### src/hw/rtl/sw_med_pkg.sv
// ----------------------------------------------------------------------------
// sw_med_pkg
// Shared widths, types and helpers for the sliding window median core.
// ----------------------------------------------------------------------------
package sw_med_pkg;

	localparam int SAMPLE_W   = 32;
	localparam int OUT_W      = SAMPLE_W + 1;
	localparam int WINDOW_MAX = 64;
	localparam int IDX_W      = $clog2(WINDOW_MAX);
	localparam int CNT_W      = $clog2(WINDOW_MAX + 1);
	localparam int WSIZE_W    = 7;

	typedef logic signed [SAMPLE_W-1:0] sample_t;
	typedef logic signed [OUT_W-1:0]    median_t;
	typedef logic [IDX_W-1:0]           idx_t;
	typedef logic [CNT_W-1:0]           cnt_t;
	typedef logic [WSIZE_W-1:0]         wsize_t;

	// What a cell shows its neighbors in the current cycle
	typedef struct packed {
		logic    valid;
		logic    gt;
		logic    rm;
		idx_t    age;
		sample_t value;
	} cell_view_t;

	// Broadcast from the control to every cell
	typedef struct packed {
		logic    en;
		logic    clr;
		logic    start;
		logic    full;
		idx_t    age_last;
		sample_t sample;
	} cell_bcast_t;

	// Beyond the low end: always valid, never greater than the new sample
	localparam cell_view_t LEFT_EDGE = '{valid: 1'b1, gt: 1'b0, rm: 1'b0,
		age: '0, value: '0};
	// Beyond the high end: empty, so it sorts above everything
	localparam cell_view_t RIGHT_EDGE = '{valid: 1'b0, gt: 1'b1, rm: 1'b0,
		age: '0, value: '0};

	// Clamp the requested window to 1..WINDOW_MAX
	function automatic cnt_t eff_window(input wsize_t w);
		cnt_t k;
		begin
			if (w == '0) begin
				k = cnt_t'(1);
			end else if ({1'b0, w} > (WSIZE_W+1)'(WINDOW_MAX)) begin
				k = cnt_t'(WINDOW_MAX);
			end else begin
				k = cnt_t'(w);
			end
			return k;
		end
	endfunction

endpackage

### src/hw/rtl/sw_med_cell.sv
// ----------------------------------------------------------------------------
// sw_med_cell
// One slot of the sorted window: value, age and valid bit. Updates from its
// own content and its two neighbors when an item is taken; a configuration write clears it.
// ----------------------------------------------------------------------------
module sw_med_cell (
	input  logic                    clk,
	input  logic                    arst_n,
	input  sw_med_pkg::cell_bcast_t bc,
	input  sw_med_pkg::cell_view_t  left,
	input  sw_med_pkg::cell_view_t  right,
	input  logic                    pr_in,
	output logic                    pr_out,
	output sw_med_pkg::cell_view_t  view
);

	logic                   valid_q;
	sw_med_pkg::idx_t       age_q;
	sw_med_pkg::sample_t    value_q;
	sw_med_pkg::cell_view_t m_here;
	sw_med_pkg::cell_view_t m_below;
	logic                   valid_nx;
	sw_med_pkg::idx_t       age_nx;
	sw_med_pkg::sample_t    value_nx;

	// A start flag empties the window before this item goes in
	always_comb begin
		view.valid = valid_q & ~bc.start;
		view.value = value_q;
		view.age   = age_q;
		view.gt    = ~view.valid | ($signed(value_q) > $signed(bc.sample));
		view.rm    = bc.full & view.valid & (age_q == bc.age_last);
	end

	assign pr_out = pr_in | view.rm;

	// Close the gap left by the oldest entry, then open one for the new sample
	always_comb begin
		m_here  = pr_out ? right : view;
		m_below = pr_in ? view : left;
		valid_nx = m_here.valid | m_below.valid;
		if (!m_here.gt) begin
			value_nx = m_here.value;
			age_nx   = m_here.age + sw_med_pkg::idx_t'(1);
		end else if (m_below.gt) begin
			value_nx = m_below.value;
			age_nx   = m_below.age + sw_med_pkg::idx_t'(1);
		end else begin
			value_nx = bc.sample;
			age_nx   = '0;
		end
	end

	always_ff @(posedge clk or negedge arst_n) begin
		if (!arst_n) begin
			valid_q <= 1'b0;
		end else if (bc.clr) begin
			valid_q <= 1'b0;
		end else if (bc.en) begin
			valid_q <= valid_nx;
		end
	end

	always_ff @(posedge clk) begin
		if (bc.en) begin
			value_q <= value_nx;
			age_q   <= age_nx;
		end
	end

endmodule
### config.mk
export PLATFORM = sky130hd
export DESIGN_NAME = sw_med_cell
export DESIGN_NICKNAME = d
export VERILOG_FILES = /design/src/hw/rtl/sw_med_pkg.sv /design/src/hw/rtl/sw_med_cell.sv
export SDC_FILE = /design/constraint.sdc
export NUM_CORES = 1
export LEC_CHECK = 0
export ABC_AREA = 1
export BUFFER_PORTS_ARGS = -buffer_cell sky130_fd_sc_hd__buf_2
export CORE_AREA = 2 2 90 92
export DETAILED_ROUTE_END_ITERATION = 10
export DIE_AREA = 0 0 92 94
export PLACE_DENSITY = 0.86
export SYNTH_ARGS = -nofsm -noshare
export SYNTH_HDL_FRONTEND = slang
export SYNTH_SLANG_ARGS = --single-unit
### constraint.sdc
create_clock -name clk -period 4 [get_ports clk]
set_input_delay 0.8 -clock clk [delete_from_list [all_inputs] [get_ports clk]]
set_output_delay 0.8 -clock clk [all_outputs]
set_load 0.02 [all_outputs]
==> reports/metrics.cfg, run 1 <==
[pwr]
power_w=0.00121
powerDensity_nw_per_um2=270
switching_share=0.354
p_sw_w=0.000428
leakagePower_nw=2.62
peakVddDrop_mv=0.159
p_clk_frac=0.214
p_int_w=0.000780
p_comb_frac=0.353
seq_power_share=0.433

[timing]
rsz0062_at_grt=false
period_share=0.807
period_needed_ns=3.23
clock_skew_ns=0.00833
worst_pin_slew_ns=0.601
maxSlewHeadroom=0.599
clock.fmax_ghz=0.310
setup_viol=0
hold_viol=0
tns_ns=0
slew_viol_final=0

[worst_setup_path]
crit_path_start_kind=primary input
crit_required_ns=3.20
path_max_fanout=3
worstSetupEndpointType=primary output
r2r-start=value_q[31]$_DFFE_PP_
setup.worst_path.start=bc[19]
cp.arrival_ns=2.43
path_class=in2out

[synth]
synth_top_cell_area_share=0.328
syn-instance-count=505
ys_warn_count=0
ys_top_cells_by_area=edfxtp_1 33%, nand2_1 28%, ha_1 12%
synth_area_leader_cell=edfxtp_1
syn_area_um2=3480
syn-num-nets=666
synth-async-reset-ratio=0.0256
ys_top_cells_by_count=260 x nand2_1, 58 x inv_1, 38 x edfxtp_1
synth.most_common_cell=nand2_1
ys_seq_area_frac=0.335
syn_avg_cell_area_um2=6.89
synth_enable_flop_cells=38
yosys.cell_types.count=30
ys_ff_latch=39
ys.flop_type=edfxtp_1

[detailed_routing]
firstDrtPassIters=4
vias=3701
first_iter_violations=153
wl_per_cell_um=12.8
final_antenna_net_count=0
routed_wl_um=9850
vias_per_cell=4.81
drcViolationCount=0

[finish]
final_nets=829
syn_to_final_growth_pct=28.7
drive_gt1_frac=0.295
fillerInstances=753
antenna_cells=0

[floorplanning]
dieArea_um2=8650
dieWidth_um=92
ios=169
rows=32
fp.dieH_um=94
start_util=0.457
core-area_um2=7610

[clock_network]
root_buffer=clkbuf_8
clkLatencyLatePin_ns=0.29
cts.clk_slew.worst_paths_ns=0.07
cts_setup_buffers=0
cts_max_level=2
postCtsResizedCells=0
cts_hold_buf=0
cts_tree=done
cts_buffers=5
cts_sinks=39
cts-root-to-sink-buffers=2

[global_routing]
grt_pass1_wl_um=15900
grt_max_degree=38
gr-total-overflow=0
antenna_found_initial=0
grt_pass1_vias=3595
grt.total_usage=0.229

[job]
maxCapViolCount=0

[outcome]
outcome=completed

[placement]
portBuffers=166
place_congestion=0.917
dp_hpwl_um=7580

[worst_hold_path]
hold_path_class=in2async

-- power by group through the flow --
stage	Sequential (W)	Clock, W	Combinational, W
floorplan	0.000570	0	0.000228
global placement	0.000529	0	0.000412
detailed placement	0.000532	0	0.000427
CTS	0.000523	0.000266	0.000431
global route	0.000527	0.000285	0.000484
finish	0.000523	0.000258	0.000427
-- critical path, cell delays in order --
cell and delay (ns):
buf_2 0.09, inv_1 0.04, ha_1 0.32, a21o_1 0.19, o21ai_1 0.12, nand2_1 0.06, a21oi_1 0.18, nand2_1 0.07
nand2_1 0.07, nand3_2 0.13, nand2_1 0.16, buf_2 0.19
-- flip-flops by register name, indices dropped and copies added, names as in the netlist --
signal,count
age_q,6
value_q,32
valid_q,1
-- area by class of cell --
cell class                      count  area (um^2)  share of cell area
Clock buffer                        5         68.8              0.0154
Clock inverter                      2         8.76             0.00196
Inverter                           61          229              0.0512
Multi-Input combinational cell    390         2010               0.448
Sequential cell                    39         1170               0.261
Tap cell                          102          128              0.0285
Timing Repair Buffer              171          868               0.194
-- routing by layer --
metal	up-vias	share of wire	global-route usage	routed length (um)
li1	1907	-	-	-
met3	12	0.057	0.0385	559
met2	133	0.51	0.439	5030
met5	-	0	0	0
met4	0	0.014	0.0560	139
met1	1649	0.42	0.264	4120
-- stage by stage --
stage | worst slack, ns | cell area [um^2] | hold slack (ns) | instances | utilization
global route | 0.564 | 4480 | 0.260 | 770 | 0.588
detailed placement | 0.719 | 4400 | 0.579 | 763 | 0.578
finish | 0.771 | 4480 | 0.279 | 770 | 0.588
floorplan | 0.456 | 3480 | 0.504 | 505 | -
CTS | 0.745 | 4480 | 0.267 | 770 | 0.588
global placement | 0.770 | 4400 | 0.576 | 763 | 0.578
-- logic make-up (layout without fill, tap and decap cells) --
logic type | Yosys count | in the layout | synth area share
AOI/OAI and AO/OA | 38 | 38 | 0.0590
xor gates and xnor gates | 12 | 12 | 0.0302
adders and majority gates | 34 | 34 | 0.122
buffers and inverters | 76 | 239 | 0.0935
DFF | 39 | 39 | 0.335
and+or+nand+nor | 306 | 306 | 0.360
-- cell usage in the layout (no fill, tap or decap), types with 3 or more instances in the layout --
cell	n
buf_4	5
o21ai_0	16
nand4_1	4
inv_2	3
nand3_1	7
nor2_2	4
inv_1	58
ha_1	34
clkbuf_8	5
edfxtp_1	38
buf_2	166
xnor2_1	4
xor2_1	8
nand2_1	260
a21oi_1	14
nor2_1	19
nand3_2	3
-- final timing paths --
| path | endpoint | slack [ns] | cells after the start |
|---|---|---|---|
| max in group asynchronous | valid_q$_DFFE_PN0P_ | 3.64 | 1 |
| hold / removal | valid_q$_DFFE_PN0P_ | 0.28 | 1 |
| min in group clk | valid_q$_DFFE_PN0P_ | 0.61 | 4 |
| hold reg to reg | valid_q$_DFFE_PN0P_ | 0.61 | 4 |
| setup / recovery | view[39] | 0.77 | 12 |
| setup reg to reg | value_q[28]$_DFFE_PP_ | 1.27 | 12 |
No activity file was read; power rests on OpenSTA's default activity.
==> inputs of run 2 (changes only) <==
- CORE_AREA: 2 2 90 92 -> 2 2 93 95
- DIE_AREA: 0 0 92 94 -> 0 0 95 97
- PLACE_DENSITY: 0.86 -> 0.85
- clock period: 4 -> 2.8 ns (I/O delays scaled with it)
==> reports/metrics.cfg, run 2 (same netlist as run 1, synthesis figures left out) <==
[pwr]
leakagePower_nw=2.69  ; was 2.62 nW
p_int_w=0.00123  ; was 0.000780 W
powerDensity_nw_per_um2=401  ; was 270 nW/um^2
seq_power_share=0.400  ; was 0.433
switching_share=0.339  ; was 0.354
p_comb_frac=0.347  ; was 0.353
p_sw_w=0.000632  ; was 0.000428 W
p_clk_frac=0.254  ; was 0.214
power_w=0.00187  ; was 0.00121 W
peakVddDrop_mv=0.336  ; was 0.159 mV

[timing]
hold_viol=0  ; unchanged
maxSlewHeadroom=0.524  ; was 0.599
clock.fmax_ghz=0.370
clock_skew_ns=0.0107  ; was 0.00833 ns
timing.hold.ws_ns=0.0186  ; was 0.279 ns
period_needed_ns=2.70
period_share=0.966
final.setup.worst_slack_ns=0.0952  ; was 0.771 ns
tns_ns=0  ; unchanged
slew_viol_final=0  ; unchanged
worst_pin_slew_ns=0.713  ; was 0.601 ns
setup_viol=0  ; unchanged

[floorplanning]
fp.dieH_um=97  ; was 94 um
dieWidth_um=95  ; was 92 um
core-area_um2=8130  ; was 7610 um^2
start_util=0.428  ; was 0.457
ios=169  ; unchanged
rows=33  ; was 32
dieArea_um2=9220  ; was 8650 um^2

[finish]
drive_gt1_frac=0.313  ; was 0.295
final_cell_mix=257 x nand2_1, 166 x buf_2, 58 x inv_1  ; was 260 x nand2_1, 166 x buf_2, 58 x inv_1
top_register=value_q  ; unchanged
top_regs=value_q: 32 flops, age_q: 6 flops, valid_q: 1 flops  ; unchanged
antenna_cells=0  ; unchanged
postLayoutCellArea_um2=4650  ; was 4480 um^2
final_nets=834  ; was 829
fillerInstances=778  ; was 753
largest_reg_flops=32  ; unchanged
final_common_cell=nand2_1  ; unchanged
syn_to_final_growth_pct=33.7  ; was 28.7%

[worst_setup_path]
crit_slowest_cell=edfxtp_1  ; was ha_1
worstSetupEndpointType=primary output  ; unchanged
slowest_delay_ns=0.44  ; was 0.32 ns
crit_path_start_kind=flop  ; was primary input
path_max_fanout=3  ; unchanged
cp.arrival_ns=2.14  ; was 2.43 ns
path_class=reg2out  ; was in2out
crit_top_cell=nand2_1  ; unchanged
crit_chain=ha_4 -> a21o_1 -> o21ai_1 -> nand2_1 -> a21oi_2 -> nand2_1 -> nand2_1 -> nand3_4 -> nand2_4 -> buf_2  ; was buf_2 -> inv_1 -> ha_1 -> a21o_1 -> o21ai_1 -> nand2_1 -> a21oi_1 -> nand2_1 -> nand2_1 -> nand3_2 -> nand2_1 -> buf_2
crit_required_ns=2.24  ; was 3.20 ns

[global_routing]
grt_pass1_vias=3826  ; was 3595
gr-total-overflow=0  ; unchanged
antenna_found_initial=0  ; unchanged
grt_pass1_wl_um=16000  ; was 15900 um
grt.total_usage=0.215  ; was 0.229
grt_max_degree=33  ; was 38

[detailed_routing]
wl_met1_um=3900  ; was 4120 um
routed_wl_um=9950  ; was 9850 um
wl_met3_um=694  ; was 559 um
wl_per_cell_um=12.8  ; about the same
final_antenna_net_count=0  ; unchanged
topRoutingLayerUsed=met4  ; unchanged
vias_per_cell=4.88  ; was 4.81
first_iter_violations=115  ; was 153
route.met2.wl_um=5100  ; was 5030 um
firstDrtPassIters=4  ; unchanged
vias=3799  ; was 3701
drcViolationCount=0  ; unchanged

[clock_network]
clkLatencyLatePin_ns=0.29  ; about the same
root_buffer=clkbuf_8  ; unchanged
cts_hold_buf=0  ; unchanged
cts_sinks=39  ; unchanged
cts_buffers=5  ; unchanged
cts_tree=done  ; unchanged
cts.clk_slew.worst_paths_ns=0.09  ; was 0.07 ns
postCtsResizedCells=0  ; unchanged
cts-root-to-sink-buffers=2  ; unchanged
cts_max_level=2  ; unchanged
cts_setup_buffers=0  ; unchanged

[worst_hold_path]
hold_path_class=in2async  ; unchanged

[placement]
portBuffers=166  ; unchanged
placed_area_um2=4510  ; was 4400 um^2
place_congestion=0.838  ; was 0.917
dp_hpwl_um=7950  ; was 7580 um
dpl_worst_slack_ns=-0.0437  ; was 0.719 ns

[job]
maxCapViolCount=0  ; unchanged

[outcome]
outcome=completed  ; unchanged

[run 2: final timing paths]
check / slack, ns / end / cells after the start / start
hold / removal: 0.02 / valid_q$_DFFE_PN0P_ / 1 / arst_n
hold reg to reg: 0.65 / valid_q$_DFFE_PN0P_ / 4 / valid_q$_DFFE_PN0P_
min in group clk: 0.53 / valid_q$_DFFE_PN0P_ / 4 / bc[40]
max in group asynchronous: 2.70 / valid_q$_DFFE_PN0P_ / 1 / arst_n
setup / recovery: 0.1 / view[39] / 10 / value_q[19]$_DFFE_PP_
setup reg to reg: 0.27 / value_q[1]$_DFFE_PP_ / 12 / value_q[19]$_DFFE_PP_
[run 2: worst max-delay path, delay by kind of cell (launching register included)]
| kind | cells | cell delay [ns] |
|---|---|---|
| fa+ha+maj | 1 | 0.27 |
| buf+inv | 1 | 0.17 |
| compound gates | 3 | 0.51 |
| flops | 1 | 0.44 |
| simple gates | 5 | 0.46 |
[run 2: per-stage QoR]
stage           util  cells
2_1_floorplan      -    505
3_5_place_dp   0.554    771
5_1_grt        0.572    779
4_1_cts        0.567    779
3_3_place_gp   0.554    771
6_report       0.572    779
[run 2: final cells by class]
| class | count | area (um^2) | area share |
|---|---|---|---|
| Multi-Input combinational cell | 390 | 2070 | 0.446 |
| Inverter | 61 | 229 | 0.0492 |
| Sequential cell | 39 | 1170 | 0.251 |
| Clock buffer | 5 | 68.8 | 0.0148 |
| Clock inverter | 3 | 38.8 | 0.00834 |
| Tap cell | 105 | 131 | 0.0283 |
| Timing Repair Buffer | 176 | 943 | 0.203 |
[run 2: power groups by stage]
stage / Clock [W] / Combinational [W] / Sequential [W]
final: 0.000473 / 0.000647 / 0.000746
after global routing: 0.000501 / 0.000730 / 0.000752
after CTS: 0.000483 / 0.000642 / 0.000745
after detailed placement: 0 / 0.000638 / 0.000758
after global placement: 0 / 0.000614 / 0.000754
after floorplan: 0 / 0.000334 / 0.000815
[run 2: routing by layer]
metal  GRT usage  vias up
met1       0.228     1682
met4      0.0803        0
li1            -     1920
met5           0        -
met2       0.406      170
met3      0.0436       27
==> inputs of run 3 (changes only) <==
--- a/config.mk
+++ b/config.mk
@@ -11,5 +11,5 @@
 export DETAILED_ROUTE_END_ITERATION = 10
 export DIE_AREA = 0 0 95 97
-export PLACE_DENSITY = 0.85
+export PLACE_DENSITY = 0.78
 export SYNTH_ARGS = -nofsm -noshare
 export SYNTH_HDL_FRONTEND = slang
==> constraint.sdc (replaced) <==
create_clock -name clk -period 2.19 [get_ports clk]
set_input_delay 0.438 -clock clk [delete_from_list [all_inputs] [get_ports clk]]
set_output_delay 0.438 -clock clk [all_outputs]
set_load 0.05 [all_outputs]
==> reports/metrics.cfg, run 3 (same netlist as run 1, synthesis figures left out) <==
[finish]
syn_to_final_growth_pct=57.0  ; was 33.7%
regArea_um2=1170  ; unchanged
final_nets=902  ; was 834
top_register=value_q  ; unchanged
final_cell_mix=249 x nand2_1, 163 x buf_2, 66 x buf_4  ; was 257 x nand2_1, 166 x buf_2, 58 x inv_1
postLayoutCellArea_um2=5460  ; was 4650 um^2
drive_gt1_frac=0.411  ; was 0.313
multi_input_area_um2=2300  ; was 2070 um^2
top_regs=value_q: 32 flops, age_q: 6 flops, valid_q: 1 flops  ; unchanged
final_common_cell=nand2_1  ; unchanged
fillerInstances=693  ; was 778
largest_reg_flops=32  ; unchanged

[clock_network]
root_buffer=clkbuf_8  ; unchanged
cts_sinks=39  ; unchanged
cts.clk_slew.worst_paths_ns=0.07  ; was 0.09 ns
cts-root-to-sink-buffers=2  ; unchanged
cts_tree=done  ; unchanged
cts_buffers=5  ; unchanged
clkLatencyLatePin_ns=0.29  ; about the same
cts_max_level=2  ; unchanged

[placement]
dpl_worst_slack_ns=-0.467  ; was -0.0437 ns
dp_hpwl_um=8000  ; was 7950 um
portBuffers=166  ; unchanged
placed_area_um2=4890  ; was 4510 um^2
place_congestion=0.906  ; was 0.838

[floorplanning]
dieArea_um2=9220  ; unchanged
core-area_um2=8130  ; unchanged
start_util=0.428  ; unchanged
ios=169  ; unchanged
fp.dieH_um=97  ; unchanged
dieWidth_um=95  ; unchanged
rows=33  ; unchanged

[worst_setup_path]
cp.arrival_ns=2.52  ; was 2.14 ns
crit_chain=ha_4 -> a21oi_1 -> o21a_1 -> nand2_1 -> a21oi_2 -> nand2_2 -> nand2_2 -> nand3_4 -> nand3_2 -> nand2_2 -> a31oi_4 -> buf_6 -> buf_16  ; was ha_4 -> a21o_1 -> o21ai_1 -> nand2_1 -> a21oi_2 -> nand2_1 -> nand2_1 -> nand3_4 -> nand2_4 -> buf_2
path_class=reg2reg  ; was reg2out
slowest_delay_ns=0.43  ; was 0.44 ns
crit_slowest_cell=edfxtp_1  ; unchanged
reg2reg_slack_ns=-0.33  ; was 0.27 ns
path_max_fanout=10  ; was 3
crit_buf_inv=2  ; was 1
critPathTopFamily=compound AO/OA/AOI/OAI gates  ; unchanged
crit_top_cell=nand2_2  ; was nand2_1
crit_required_ns=2.20  ; was 2.24 ns
crit_path_start_kind=flop  ; unchanged
worstSetupEndpointType=flop  ; was primary output

[timing]
setup_viol=71  ; was 0
slew_viol_final=0  ; unchanged
period_share=1.15
rsz0062_at_grt=true
clock.fmax_ghz=0.397
timing.hold.ws_ns=0.374  ; was 0.0186 ns
maxSlewHeadroom=0.743  ; was 0.524
worst_pin_slew_ns=0.386  ; was 0.713 ns
clock_skew_ns=0.00548  ; was 0.0107 ns
hold_viol=0  ; unchanged
period_needed_ns=2.52
final.setup.worst_slack_ns=-0.327  ; was 0.0952 ns

[detailed_routing]
wl_per_cell_um=12.9  ; was 12.8 um
firstDrtPassIters=5  ; was 4
final_antenna_net_count=0  ; unchanged
routed_wl_um=10900  ; was 9950 um
vias_per_cell=4.79  ; was 4.88
drcViolationCount=0  ; unchanged
first_iter_violations=134  ; was 115
vias=4055  ; was 3799

[global_routing]
grt.total_usage=0.227  ; was 0.215
grt_max_degree=33  ; unchanged
gr-total-overflow=0  ; unchanged
grt_pass1_wl_um=16700  ; was 16000 um
grt_pass1_vias=3880  ; was 3826
antenna_found_initial=1  ; was 0

[outcome]
outcome=complete, but fails checks  ; was completed
violations=negative setup slack

[worst_hold_path]
hold_path_class=in2reg  ; was in2async

[pwr]
powerDensity_nw_per_um2=484  ; was 401 nW/um^2
power_w=0.00264  ; was 0.00187 W
leakagePower_nw=3.05  ; was 2.69 nW
peakVddDrop_mv=0.264  ; was 0.336 mV

[job]
maxCapViolCount=0  ; unchanged

run 3: cell count changes in the layout (fill, tap and decap cells not counted), sizes merged:
cell / change
dlygate4sd3: +1
clkinv: -2
diode: +1
bufinv: -1
clkbuf: +1
buf: +67
run 3: layout make-up:
cell class / count / area share
diodes: 1 / 0.000458
clock buffers: 6 / 0.0133
inverters: 61 / 0.0424
multi-input cells: 390 / 0.421
flip-flops and latches: 39 / 0.214
well taps: 105 / 0.0241
repair buffers: 244 / 0.285
run 3: path summary, 6_finish.rpt:
check / start / end / depth (start not counted)
min in group asynchronous: arst_n / valid_q$_DFFE_PN0P_ / 2
max reg2reg: value_q[31]$_DFFE_PP_ / value_q[19]$_DFFE_PP_ / 13
max in group asynchronous: arst_n / valid_q$_DFFE_PN0P_ / 2
min: bc[40] / valid_q$_DFFE_PN0P_ / 4
max: value_q[31]$_DFFE_PP_ / value_q[19]$_DFFE_PP_ / 13
min reg2reg: valid_q$_DFFE_PN0P_ / valid_q$_DFFE_PN0P_ / 4
run 3: timing repair:
action / CTS / global route
pin swaps: 7 / 9
resized for setup: 25 / 32
endpoints found under the setup margin: 72 / 73
hold buffers: 1 / 0
hold endpoints to repair: 1 / 0
gates cloned: 2 / 0
buffers inserted: 14 / 7
run 3: routing by layer:
metal	routed length, um	part of all wire	vias up	global-route usage
met3	801	0.073	12	0.0460
met2	5810	0.53	156	0.418
li1	-	-	2055	-
met5	0	0	-	0
met4	158	0.014	0	0.0747
met1	4180	0.38	1832	0.256
run 3: worst min-delay path, stage by stage:
cell and delay, ns:
buf_2 0.07, nor2_1 0.03, nand2_1 0.05, inv_1 0.03
run 3: power by group:
| group | leakage [nW] | internal, W | total [W] | switching (W) |
|---|---|---|---|---|
| Sequential | 0.389 | 0.000909 | 0.000959 | 0.0000494 |
| Clock | 0.0371 | 0.000213 | 0.000461 | 0.000248 |
| Combinational | 2.62 | 0.000512 | 0.00122 | 0.000710 |
run 3: stage by stage:
step                      utilization  cells  TNS [ns]
after floorplan                     -    505    -36.16
after global placement          0.602    816    -27.89
after detailed placement        0.602    816    -29.49
after CTS                       0.643    839    -15.94
after global routing            0.671    845    -27.00
final                           0.671    846    -19.38
